`config.mk`:
```
export PLATFORM = sky130hd
export DESIGN_NAME = audio_gain_fade_envelope_unit
export DESIGN_NICKNAME = d
export VERILOG_FILES = /design/src/fage_pkg.sv /design/src/fage_front.sv /design/src/fage_queue.sv /design/src/fage_back.sv /design/src/audio_gain_fade_envelope_unit.sv
export VERILOG_INCLUDE_DIRS = /design/src /design/src/src
export SDC_FILE = /design/constraint.sdc
export NUM_CORES = 2
export LEC_CHECK = 0
export BUFFER_PORTS_ARGS = -buffer_cell sky130_fd_sc_hd__buf_2
export CAP_MARGIN = 20
export CORE_ASPECT_RATIO = 2
export CORE_MARGIN = 3
export CORE_UTILIZATION = 29
export DETAILED_ROUTE_END_ITERATION = 7
export PLACE_DENSITY = 0.41
export SETUP_SLACK_MARGIN = 0.2
export SLEW_MARGIN = 0
export SYNTH_ARGS = -nofsm -noshare
export SYNTH_HDL_FRONTEND = slang
export SYNTH_SLANG_ARGS = --single-unit
```
`constraint.sdc`:
```
create_clock -name clk -period 23.3 [get_ports clk]
set_input_delay 1.165 -clock clk [delete_from_list [all_inputs] [get_ports clk]]
set_output_delay 1.165 -clock clk [all_outputs]
set_load 0.01 [all_outputs]
```
`src/audio_gain_fade_envelope_unit_macros.svh`:
```
// Assertion macros for the gain fade envelope unit.
// Depends on nothing; users provide clk and rst in scope.
`ifndef AUDIO_GAIN_FADE_ENVELOPE_UNIT_MACROS_SVH
`define AUDIO_GAIN_FADE_ENVELOPE_UNIT_MACROS_SVH
`ifndef NO_ASSERTIONS
`define FAGE_ASSERT(lbl, expr, msg) \
  lbl: assert property (@(posedge clk) disable iff (rst) (expr)) else $error(msg);
`define FAGE_ASSERT_NEXT(lbl, ante, cons, msg) \
  lbl: assert property (@(posedge clk) disable iff (rst) (ante) |=> (cons)) else $error(msg);
`else
`define FAGE_ASSERT(lbl, expr, msg)
`define FAGE_ASSERT_NEXT(lbl, ante, cons, msg)
`endif
`endif

```
`src/fage_pkg.sv`:
```
// Shared types, register indexes and constants of the gain fade envelope unit.
// Depends on nothing.
package fage_pkg;

  localparam int FRAME_BITS_DEFAULT   = 24;
  localparam int MAX_CHANNELS_DEFAULT = 8;

  localparam int SAMPLE_W    = 16;
  localparam int RAMP_W      = 24;
  localparam int GAIN_W      = 16;
  localparam int CFG_DATA_W  = 24;
  localparam int CFG_INDEX_W = 3;
  localparam int QUEUE_DEPTH = 2;
  localparam int DIV_STEPS   = SAMPLE_W / 2;

  localparam logic [CFG_INDEX_W-1:0] REG_GAIN            = 3'd0;
  localparam logic [CFG_INDEX_W-1:0] REG_FADE_IN_FRAMES  = 3'd1;
  localparam logic [CFG_INDEX_W-1:0] REG_FADE_OUT_FRAMES = 3'd2;
  localparam logic [CFG_INDEX_W-1:0] REG_TOTAL_FRAMES    = 3'd3;
  localparam logic [CFG_INDEX_W-1:0] REG_CHANNEL_COUNT   = 3'd4;
  localparam logic [CFG_INDEX_W-1:0] REG_FADE_IN_ENABLE  = 3'd5;
  localparam logic [CFG_INDEX_W-1:0] REG_FADE_OUT_ENABLE = 3'd6;

  localparam logic [1:0] PHASE_FADE_IN  = 2'd0;
  localparam logic [1:0] PHASE_STEADY   = 2'd1;
  localparam logic [1:0] PHASE_FADE_OUT = 2'd2;
  localparam logic [1:0] PHASE_PAST_END = 2'd3;

  localparam logic signed [SAMPLE_W-1:0] SAMPLE_MIN = 16'sh8000;
  localparam logic signed [SAMPLE_W-1:0] SAMPLE_MAX = 16'sh7FFF;

  localparam logic [GAIN_W-1:0] GAIN_RESET         = 16'd256;
  localparam logic [RAMP_W-1:0] TOTAL_FRAMES_RESET = 24'hFFFFFF;
  localparam logic [3:0]        CHANNEL_RESET      = 4'd2;

  typedef struct packed {
    logic signed [SAMPLE_W-1:0] sample_in;
    logic                       restart;
  } item_t;

  typedef struct packed {
    logic signed [SAMPLE_W-1:0] sample_out;
    logic [1:0]                 phase;
    logic                       clipped;
  } result_t;

  typedef struct packed {
    logic [GAIN_W-1:0] gain;
    logic [RAMP_W-1:0] fade_in_frames;
    logic [RAMP_W-1:0] fade_out_frames;
    logic [RAMP_W-1:0] total_frames;
    logic [3:0]        channel_count;
    logic              fade_in_enable;
    logic              fade_out_enable;
  } cfg_t;

  typedef struct packed {
    logic [SAMPLE_W-1:0] mag;
    logic                neg;
    logic                past_end;
    logic                fade_in;
    logic                fade_out;
    logic [RAMP_W-1:0]   num_in;
    logic [RAMP_W-1:0]   num_out;
    logic [1:0]          phase;
  } cmd_t;

  typedef enum logic [2:0] {
    BK_IDLE,
    BK_MUL,
    BK_DIV,
    BK_GAIN,
    BK_SAT
  } back_state_t;

endpackage

```
`src/fage_front.sv`:
```
// Front end: accepts samples, tracks frame and channel position, classifies the ramp phase.
// Depends on fage_pkg.
module fage_front #(
  parameter int FRAME_BITS   = fage_pkg::FRAME_BITS_DEFAULT,
  parameter int MAX_CHANNELS = fage_pkg::MAX_CHANNELS_DEFAULT
) (
  input  logic            clk,
  input  logic            rst,
  input  fage_pkg::cfg_t  cfg,
  input  logic            item_valid,
  output logic            item_stall,
  input  fage_pkg::item_t item,
  output logic            push,
  output fage_pkg::cmd_t  cmd,
  input  logic            queue_full
);

  localparam int CW     = (FRAME_BITS > fage_pkg::RAMP_W) ? FRAME_BITS : fage_pkg::RAMP_W;
  localparam int CH_BITS = (MAX_CHANNELS > 1) ? $clog2(MAX_CHANNELS) : 1;
  localparam logic [4:0] MAX_CH = 5'(MAX_CHANNELS);
  localparam logic [CW-1:0] FRAME_MASK = CW'({FRAME_BITS{1'b1}});

  logic [FRAME_BITS-1:0] frame_counter;
  logic [CH_BITS-1:0]    channel_counter;

  logic [FRAME_BITS-1:0] f_eff;
  logic [CH_BITS-1:0]    ch_eff;
  logic [CW-1:0]         f_w;
  logic [CW-1:0]         tot_w;
  logic [CW-1:0]         lim;
  logic [CW-1:0]         remain;
  logic [4:0]            ch_lim;
  logic [4:0]            ch_inc;
  logic                  wrap;
  logic                  past_end;
  logic                  fin;
  logic                  fout;
  logic [fage_pkg::SAMPLE_W-1:0] raw;

  assign item_stall = queue_full;
  assign push       = item_valid && !queue_full;

  assign f_eff  = item.restart ? '0 : frame_counter;
  assign ch_eff = item.restart ? '0 : channel_counter;
  assign f_w    = CW'(f_eff);
  assign tot_w  = CW'(cfg.total_frames);
  assign lim    = (tot_w < FRAME_MASK) ? tot_w : FRAME_MASK;
  assign remain = tot_w - f_w - CW'(1);

  always_comb begin
    if (cfg.channel_count == 4'd0) begin
      ch_lim = 5'd1;
    end else if ({1'b0, cfg.channel_count} > MAX_CH) begin
      ch_lim = MAX_CH;
    end else begin
      ch_lim = {1'b0, cfg.channel_count};
    end
  end

  assign ch_inc = 5'(ch_eff) + 5'd1;
  assign wrap   = ch_inc >= ch_lim;

  assign past_end = f_w >= tot_w;
  assign fin  = cfg.fade_in_enable && (cfg.fade_in_frames != '0) &&
                (f_w < CW'(cfg.fade_in_frames));
  assign fout = cfg.fade_out_enable && (cfg.fade_out_frames != '0) &&
                ((cfg.fade_out_frames >= cfg.total_frames) ||
                 (f_w >= CW'(cfg.total_frames - cfg.fade_out_frames)));

  assign raw = item.sample_in;

  always_comb begin
    cmd          = '0;
    cmd.neg      = raw[fage_pkg::SAMPLE_W-1];
    cmd.mag      = cmd.neg ? (fage_pkg::SAMPLE_W'(0) - raw) : raw;
    cmd.past_end = past_end;
    cmd.fade_in  = fin;
    cmd.fade_out = fout;
    cmd.num_in   = f_w[fage_pkg::RAMP_W-1:0];
    cmd.num_out  = remain[fage_pkg::RAMP_W-1:0];
    if (past_end) begin
      cmd.phase = fage_pkg::PHASE_PAST_END;
    end else if (fout) begin
      cmd.phase = fage_pkg::PHASE_FADE_OUT;
    end else if (fin) begin
      cmd.phase = fage_pkg::PHASE_FADE_IN;
    end else begin
      cmd.phase = fage_pkg::PHASE_STEADY;
    end
  end

  always_ff @(posedge clk) begin
    if (rst) begin
      frame_counter   <= '0;
      channel_counter <= '0;
    end else if (push) begin
      channel_counter <= wrap ? '0 : ch_inc[CH_BITS-1:0];
      if (wrap && (f_w < lim)) begin
        frame_counter <= f_eff + FRAME_BITS'(1);
      end else begin
        frame_counter <= f_eff;
      end
    end
  end

endmodule

```
`src/fage_queue.sv`:
```
// Short command queue between the front end and the arithmetic back end.
// Depends on fage_pkg.
module fage_queue (
  input  logic           clk,
  input  logic           rst,
  input  logic           push,
  input  fage_pkg::cmd_t push_data,
  output logic           full,
  input  logic           pop,
  output logic           valid,
  output fage_pkg::cmd_t head
);

  localparam int PTR_W = (fage_pkg::QUEUE_DEPTH > 1) ? $clog2(fage_pkg::QUEUE_DEPTH) : 1;
  localparam int CNT_W = $clog2(fage_pkg::QUEUE_DEPTH + 1);
  localparam logic [PTR_W-1:0] LAST_PTR = PTR_W'(fage_pkg::QUEUE_DEPTH - 1);

  fage_pkg::cmd_t   slots [fage_pkg::QUEUE_DEPTH];
  logic [PTR_W-1:0] wr_ptr;
  logic [PTR_W-1:0] rd_ptr;
  logic [CNT_W-1:0] count;
  logic             do_push;
  logic             do_pop;

  assign full    = count == CNT_W'(fage_pkg::QUEUE_DEPTH);
  assign valid   = count != '0;
  assign head    = slots[rd_ptr];
  assign do_push = push && !full;
  assign do_pop  = pop && valid;

  always_ff @(posedge clk) begin
    if (rst) begin
      wr_ptr <= '0;
      rd_ptr <= '0;
      count  <= '0;
    end else begin
      if (do_push) begin
        wr_ptr <= (wr_ptr == LAST_PTR) ? '0 : wr_ptr + PTR_W'(1);
      end
      if (do_pop) begin
        rd_ptr <= (rd_ptr == LAST_PTR) ? '0 : rd_ptr + PTR_W'(1);
      end
      if (do_push && !do_pop) begin
        count <= count + CNT_W'(1);
      end else if (do_pop && !do_push) begin
        count <= count - CNT_W'(1);
      end
    end
  end

  always_ff @(posedge clk) begin
    if (do_push) begin
      slots[wr_ptr] <= push_data;
    end
  end

endmodule

```
`src/fage_back.sv`:
```
// Back end: ramp multiply, two-bit-per-cycle ramp divide, gain, saturation and output register.
// Depends on fage_pkg.
module fage_back (
  input  logic              clk,
  input  logic              rst,
  input  fage_pkg::cfg_t    cfg,
  input  logic              q_valid,
  input  fage_pkg::cmd_t    q_head,
  output logic              q_pop,
  output logic              result_valid,
  input  logic              result_stall,
  output fage_pkg::result_t result
);

  localparam int SW     = fage_pkg::SAMPLE_W;
  localparam int RW     = fage_pkg::RAMP_W;
  localparam int PW     = SW + RW;
  localparam int GW     = SW + fage_pkg::GAIN_W;
  localparam int STEP_W = $clog2(fage_pkg::DIV_STEPS);
  localparam logic [STEP_W-1:0] LAST_STEP = STEP_W'(fage_pkg::DIV_STEPS - 1);

  fage_pkg::back_state_t state;
  fage_pkg::back_state_t state_next;

  fage_pkg::cmd_t    cmd;
  logic [SW-1:0]     dvd;
  logic [RW-1:0]     rem;
  logic [STEP_W-1:0] step_cnt;
  logic              ramp_sel;
  logic [GW-1:0]     gprod;

  logic [RW-1:0]     den;
  logic [RW-1:0]     num;
  logic [PW-1:0]     prod;
  logic [RW:0]       den_x;
  logic [RW:0]       r1;
  logic [RW:0]       s1;
  logic [RW:0]       r2;
  logic [RW:0]       s2;
  logic              ge1;
  logic              ge2;
  logic              out_free;
  logic              load_out;
  logic [GW-9:0]     gmag;
  fage_pkg::result_t sat;

  assign den   = ramp_sel ? cfg.fade_out_frames : cfg.fade_in_frames;
  assign num   = ramp_sel ? cmd.num_out : cmd.num_in;
  assign prod  = PW'(dvd) * PW'(num);
  assign den_x = {1'b0, den};

  assign r1  = {rem, dvd[SW-1]};
  assign ge1 = r1 >= den_x;
  assign s1  = ge1 ? (r1 - den_x) : r1;
  assign r2  = {s1[RW-1:0], dvd[SW-2]};
  assign ge2 = r2 >= den_x;
  assign s2  = ge2 ? (r2 - den_x) : r2;

  assign out_free = !result_valid || !result_stall;
  assign gmag     = gprod[GW-1:8];

  always_comb begin
    sat = '0;
    if (cmd.past_end) begin
      sat.phase = fage_pkg::PHASE_PAST_END;
    end else begin
      sat.phase = cmd.phase;
      if (!cmd.neg) begin
        if (gmag > (GW-8)'(fage_pkg::SAMPLE_MAX)) begin
          sat.sample_out = fage_pkg::SAMPLE_MAX;
          sat.clipped    = 1'b1;
        end else begin
          sat.sample_out = gmag[SW-1:0];
        end
      end else begin
        if (gmag > (GW-8)'(32768)) begin
          sat.sample_out = fage_pkg::SAMPLE_MIN;
          sat.clipped    = 1'b1;
        end else begin
          sat.sample_out = SW'(0) - gmag[SW-1:0];
        end
      end
    end
  end

  always_comb begin
    state_next = state;
    case (state)
      fage_pkg::BK_IDLE: begin
        if (q_valid) begin
          if (q_head.past_end) begin
            state_next = fage_pkg::BK_SAT;
          end else if (q_head.fade_in || q_head.fade_out) begin
            state_next = fage_pkg::BK_MUL;
          end else begin
            state_next = fage_pkg::BK_GAIN;
          end
        end
      end
      fage_pkg::BK_MUL: begin
        state_next = fage_pkg::BK_DIV;
      end
      fage_pkg::BK_DIV: begin
        if (step_cnt == LAST_STEP) begin
          if (!ramp_sel && cmd.fade_out) begin
            state_next = fage_pkg::BK_MUL;
          end else begin
            state_next = fage_pkg::BK_GAIN;
          end
        end
      end
      fage_pkg::BK_GAIN: begin
        state_next = fage_pkg::BK_SAT;
      end
      fage_pkg::BK_SAT: begin
        if (out_free) begin
          state_next = fage_pkg::BK_IDLE;
        end
      end
      default: begin
        state_next = fage_pkg::BK_IDLE;
      end
    endcase
  end

  always_comb begin
    q_pop    = 1'b0;
    load_out = 1'b0;
    case (state)
      fage_pkg::BK_IDLE: begin
        q_pop = q_valid;
      end
      fage_pkg::BK_SAT: begin
        load_out = out_free;
      end
      default: begin
        q_pop    = 1'b0;
        load_out = 1'b0;
      end
    endcase
  end

  always_ff @(posedge clk) begin
    if (rst) begin
      state        <= fage_pkg::BK_IDLE;
      result_valid <= 1'b0;
    end else begin
      state <= state_next;
      if (load_out) begin
        result_valid <= 1'b1;
      end else if (!result_stall) begin
        result_valid <= 1'b0;
      end
    end
  end

  always_ff @(posedge clk) begin
    case (state)
      fage_pkg::BK_IDLE: begin
        if (q_pop) begin
          cmd      <= q_head;
          dvd      <= q_head.mag;
          ramp_sel <= !q_head.fade_in;
        end
      end
      fage_pkg::BK_MUL: begin
        rem      <= prod[PW-1:SW];
        dvd      <= prod[SW-1:0];
        step_cnt <= '0;
      end
      fage_pkg::BK_DIV: begin
        rem      <= s2[RW-1:0];
        dvd      <= {dvd[SW-3:0], ge1, ge2};
        step_cnt <= step_cnt + STEP_W'(1);
        if (step_cnt == LAST_STEP) begin
          ramp_sel <= 1'b1;
        end
      end
      fage_pkg::BK_GAIN: begin
        gprod <= GW'(dvd) * GW'(cfg.gain);
      end
      fage_pkg::BK_SAT: begin
        if (load_out) begin
          result <= sat;
        end
      end
      default: begin
        step_cnt <= '0;
      end
    endcase
  end

endmodule

```
`src/audio_gain_fade_envelope_unit.sv`:
```
// Top level of the gain fade envelope unit: configuration registers, front end, queue, back end.
// Depends on fage_pkg, fage_front, fage_queue, fage_back and the assertion macro header.
//
// Scales interleaved signed 16-bit PCM by a linear per-frame fade-in and fade-out ramp and a
// Q8.8 gain, truncating toward zero and saturating to 16 bits; each sample yields one result
// with its phase and a clip flag. The front end takes a sample every cycle into a two-entry
// queue unless it is full; the back end takes one past the end from idle to saturation, one
// with no ramp via gain and saturation, one with ramps via a multiply and divide per ramp first,
// the divider retiring two quotient bits a cycle. A finished result waits in the output register
// while the next sample is worked on. Write configuration only while no sample is in flight.
`include "audio_gain_fade_envelope_unit_macros.svh"

module audio_gain_fade_envelope_unit #(
  parameter int FRAME_BITS   = fage_pkg::FRAME_BITS_DEFAULT,
  parameter int MAX_CHANNELS = fage_pkg::MAX_CHANNELS_DEFAULT
) (
  input  logic                               clk,
  input  logic                               rst,
  input  logic                               cfg_we,
  input  logic [fage_pkg::CFG_INDEX_W-1:0]   cfg_index,
  input  logic [fage_pkg::CFG_DATA_W-1:0]    cfg_data,
  input  logic                               item_valid,
  output logic                               item_stall,
  input  fage_pkg::item_t                    item,
  output logic                               result_valid,
  input  logic                               result_stall,
  output fage_pkg::result_t                  result
);

  fage_pkg::cfg_t cfg;
  fage_pkg::cmd_t push_cmd;
  fage_pkg::cmd_t q_head;
  logic           push;
  logic           q_full;
  logic           q_valid;
  logic           q_pop;
  logic           out_past_end;
  logic           out_zero;
  logic           out_on_rail;

  always_ff @(posedge clk) begin
    if (rst) begin
      cfg.gain            <= fage_pkg::GAIN_RESET;
      cfg.fade_in_frames  <= '0;
      cfg.fade_out_frames <= '0;
      cfg.total_frames    <= fage_pkg::TOTAL_FRAMES_RESET;
      cfg.channel_count   <= fage_pkg::CHANNEL_RESET;
      cfg.fade_in_enable  <= 1'b0;
      cfg.fade_out_enable <= 1'b0;
    end else if (cfg_we) begin
      case (cfg_index)
        fage_pkg::REG_GAIN:            cfg.gain            <= cfg_data[15:0];
        fage_pkg::REG_FADE_IN_FRAMES:  cfg.fade_in_frames  <= cfg_data[23:0];
        fage_pkg::REG_FADE_OUT_FRAMES: cfg.fade_out_frames <= cfg_data[23:0];
        fage_pkg::REG_TOTAL_FRAMES:    cfg.total_frames    <= cfg_data[23:0];
        fage_pkg::REG_CHANNEL_COUNT:   cfg.channel_count   <= cfg_data[3:0];
        fage_pkg::REG_FADE_IN_ENABLE:  cfg.fade_in_enable  <= cfg_data[0];
        fage_pkg::REG_FADE_OUT_ENABLE: cfg.fade_out_enable <= cfg_data[0];
        default: begin
        end
      endcase
    end
  end

  fage_front #(
    .FRAME_BITS   (FRAME_BITS),
    .MAX_CHANNELS (MAX_CHANNELS)
  ) u_front (
    .clk        (clk),
    .rst        (rst),
    .cfg        (cfg),
    .item_valid (item_valid),
    .item_stall (item_stall),
    .item       (item),
    .push       (push),
    .cmd        (push_cmd),
    .queue_full (q_full)
  );

  fage_queue u_queue (
    .clk       (clk),
    .rst       (rst),
    .push      (push),
    .push_data (push_cmd),
    .full      (q_full),
    .pop       (q_pop),
    .valid     (q_valid),
    .head      (q_head)
  );

  fage_back u_back (
    .clk          (clk),
    .rst          (rst),
    .cfg          (cfg),
    .q_valid      (q_valid),
    .q_head       (q_head),
    .q_pop        (q_pop),
    .result_valid (result_valid),
    .result_stall (result_stall),
    .result       (result)
  );

  assign out_past_end = result.phase == fage_pkg::PHASE_PAST_END;
  assign out_zero     = (result.sample_out == '0) && !result.clipped;
  assign out_on_rail  = (result.sample_out == fage_pkg::SAMPLE_MAX) ||
                        (result.sample_out == fage_pkg::SAMPLE_MIN);

  `FAGE_ASSERT_NEXT(a_push_lands, item_valid && !item_stall, q_valid, "accepted transaction lost")
  `FAGE_ASSERT(a_past_end_zero, !(result_valid && out_past_end) || out_zero, "past end not zero")
  `FAGE_ASSERT(a_clip_rail, !(result_valid && result.clipped) || out_on_rail, "clip off rail")

endmodule

```
==> metrics.yaml <==
cts_hold_buf: 0
cpPeakStageDelay_ps: 590
grtUsageMet2_pct: 41.6
place_ws_ps: 14640
crit_family: "adder cells"
num_vias: 32600
min-delay-start: "u_front.channel_counter[1]"
synth.distinct_cells: 77
grt.total_usage_pct: 19.8
clk_pin_slew_worst_paths_ps: 70
die-area_um2: 157000
rsz0062_at_grt: "false"
numCtsBuffers: 45
met1_usage_pct: 18.1
yosysMostFrequentCell: "nand2_1"
yosysSeqAreaShare_pct: 25.0
start_util_pct: 29.3
clk_path_buf_depth: 3
critPathLaunchType: "flop"
hold_path_class: "reg2reg"
htreeDepth: 2
synth-async-reset-ratio_pct: 0
status: "completed"
fp.dieW_um: 281
finalCritPeriodShare_pct: 36.7
synth_nets: 5671
routed_wl_mm: 154
worst-slew-pin-transition_ps: 1060
setup_slack_ps: 14750
worst-path-buf-inv: 7
finalSetupTns_ps: 0
viasPerCell: 4.90
synth_edf_count: 280
synthTopCellsByArea: "fa_1, edfxtp_1, ha_1"
synth_warnings: 0
grt_pass1_wl_mm: 228
top_usage_layer: "met2"
cts_tree: "done"
yosys-top-cells-count: "nand2_1, inv_1, fa_1, ha_1, edfxtp_1"
worstPathMaxFanout: 29
cts-root-buf: "clkbuf_16"
netlist.area_leader.share_pct: 22.9
grt_pass1_vias: 35900
timing.rr.start: "u_back.ramp_sel"
drt-wirelength-per-cell_um: 23.1
synth-seq-cells: 410
drv_cap: 0
grt_max_degree: 76
crit_top_cell: "fa_1"
arrival_ps: 8920
rows: 201
syn_area_um2: 44000
crit_type: "reg2reg"
nets: 5655
min_period_ps: 8550
crit_path_end_kind: "flop"
fillCellCount: 15800
gp_congestion: 0.921
core-area_um2: 150000
drive_gt1_share_pct: 7.26
antenna_found_initial: 8
ant_nets: 0
cpMaxStageDelayCell: "o41ai_1"
io_pins: 70
drtIter0Drc: 1550
report.final.slew_viol_count: 0
startpoint: "u_back.ramp_sel"
globalRouteMet3Util_pct: 1.48
synth_cells: 4706
drcViolationCount: 0
drt_first_pass_iters: 5
crit_required_ps: 23660
final_cells: 6655
setup-violations-final: 0
maxSlewHeadroom_pct: 29.0
placed_cells: 6570
finalHoldViolCount: 0
fin_util_pct: 32.1
overflow: 0
clock_sinks: 410
hpwlAfterDp_mm: 124
cts_setup_buffers: 0
ys.flop_type: "edfxtp_1"
syn_to_final_growth_pct: 9.60
die_h_um: 557
max_freq_ghz: 0.117
numPortBuffers: 69
insertion_delay_ps: 650
avgSynthCellArea_um2: 9.35
yosysTopAreaCell: "fa_1"
finClkSkew_ps: 48.2
cts-resized-gates: 0
[cells in the final DEF (no fill, tap or decap), drive strengths merged, types with 23 or more instances in the layout]
cell | synthesis | layout
a21o | 87 | 87
a21oi | 236 | 236
a31oi | 26 | 26
and2 | 258 | 258
buf | 4 | 135
clkbuf | 194 | 54
dfxtp | 130 | 130
edfxtp | 280 | 280
fa | 503 | 503
ha | 413 | 413
inv | 739 | 745
mux2 | 85 | 85
mux2i | 64 | 64
nand2 | 741 | 741
nand2b | 29 | 29
nand3 | 44 | 44
nand3b | 27 | 27
nand4 | 29 | 29
nor2 | 133 | 133
nor2b | 33 | 33
nor3 | 51 | 51
nor4 | 24 | 24
o21a | 23 | 23
o21ai | 133 | 133
or3 | 25 | 25
xnor2 | 97 | 97
xor2 | 73 | 73
[final cells by class]
type	instances	area [um2]	area share, %
inverters	741	2780	5.77
repair buffers	135	861	1.78
clock inverters	29	429	0.890
well taps	1928	2410	5.00
flip-flops and latches	410	11000	22.8
multi-input cells	3357	29600	61.3
clock buffers	54	1170	2.43
diodes	1	2.50	0.00519
[worst min-delay path, cell delays in order, from the launching register on]
cell,delay (ps)
dfxtp_1,320
nand2_1,60
a21oi_1,50
[layer usage]
layer | part of all wire [%] | wire length [um] | vias to the layer above
met5 | 0.019 | 29 | -
met4 | 6.5 | 10000 | 6
met3 | 2.0 | 3130 | 279
met2 | 59 | 91300 | 524
met1 | 32 | 49400 | 16400
li1 | - | - | 15300
[kinds of logic after synthesis]
group | after synthesis | share of synthesized area [%]
xor+xnor | 170 | 3.38
mux | 149 | 3.63
simple gates | 1460 | 15.9
buf+inv | 939 | 8.01
fa+ha+maj | 916 | 34.6
flops | 410 | 25.0
compound gates | 662 | 9.44
[through the flow]
stage               hold slack [ps]  cell area, um2
global placement                458           46600
finish                          469           48200
detailed placement              466           46600
floorplan                       436           44000
global route                    510           48200
CTS                             475           48200
[path summary, 6_finish.rpt]
| path | end | slack, ps | cells after the start |
|---|---|---|---|
| setup / recovery | u_back.rem[11] | 14750 | 25 |
| hold / removal | u_front.channel_counter[1] | 470 | 2 |
| setup reg to reg | u_back.rem[11] | 14750 | 25 |
| hold reg to reg | u_front.channel_counter[1] | 470 | 2 |
[sequential cells by signal, summed over array words and instances, names as in the netlist, named ones only]
register	count
u_front.frame_counter	24
cfg	94
u_back.ramp_sel	1
u_back.rem	24
u_back.result	19
u_queue.rd_ptr	1
u_queue.wr_ptr	1
u_queue.slots	140
u_back.state	3
u_front.channel_counter	3
u_back.step_cnt	3
u_back.cmd	53
u_back.gprod	24
u_queue.count	2
u_back.dvd	16
u_back.result_valid	1
Power is not shown: default switching activity piles up to over one toggle a cycle in this logic, so the estimate is an artifact.
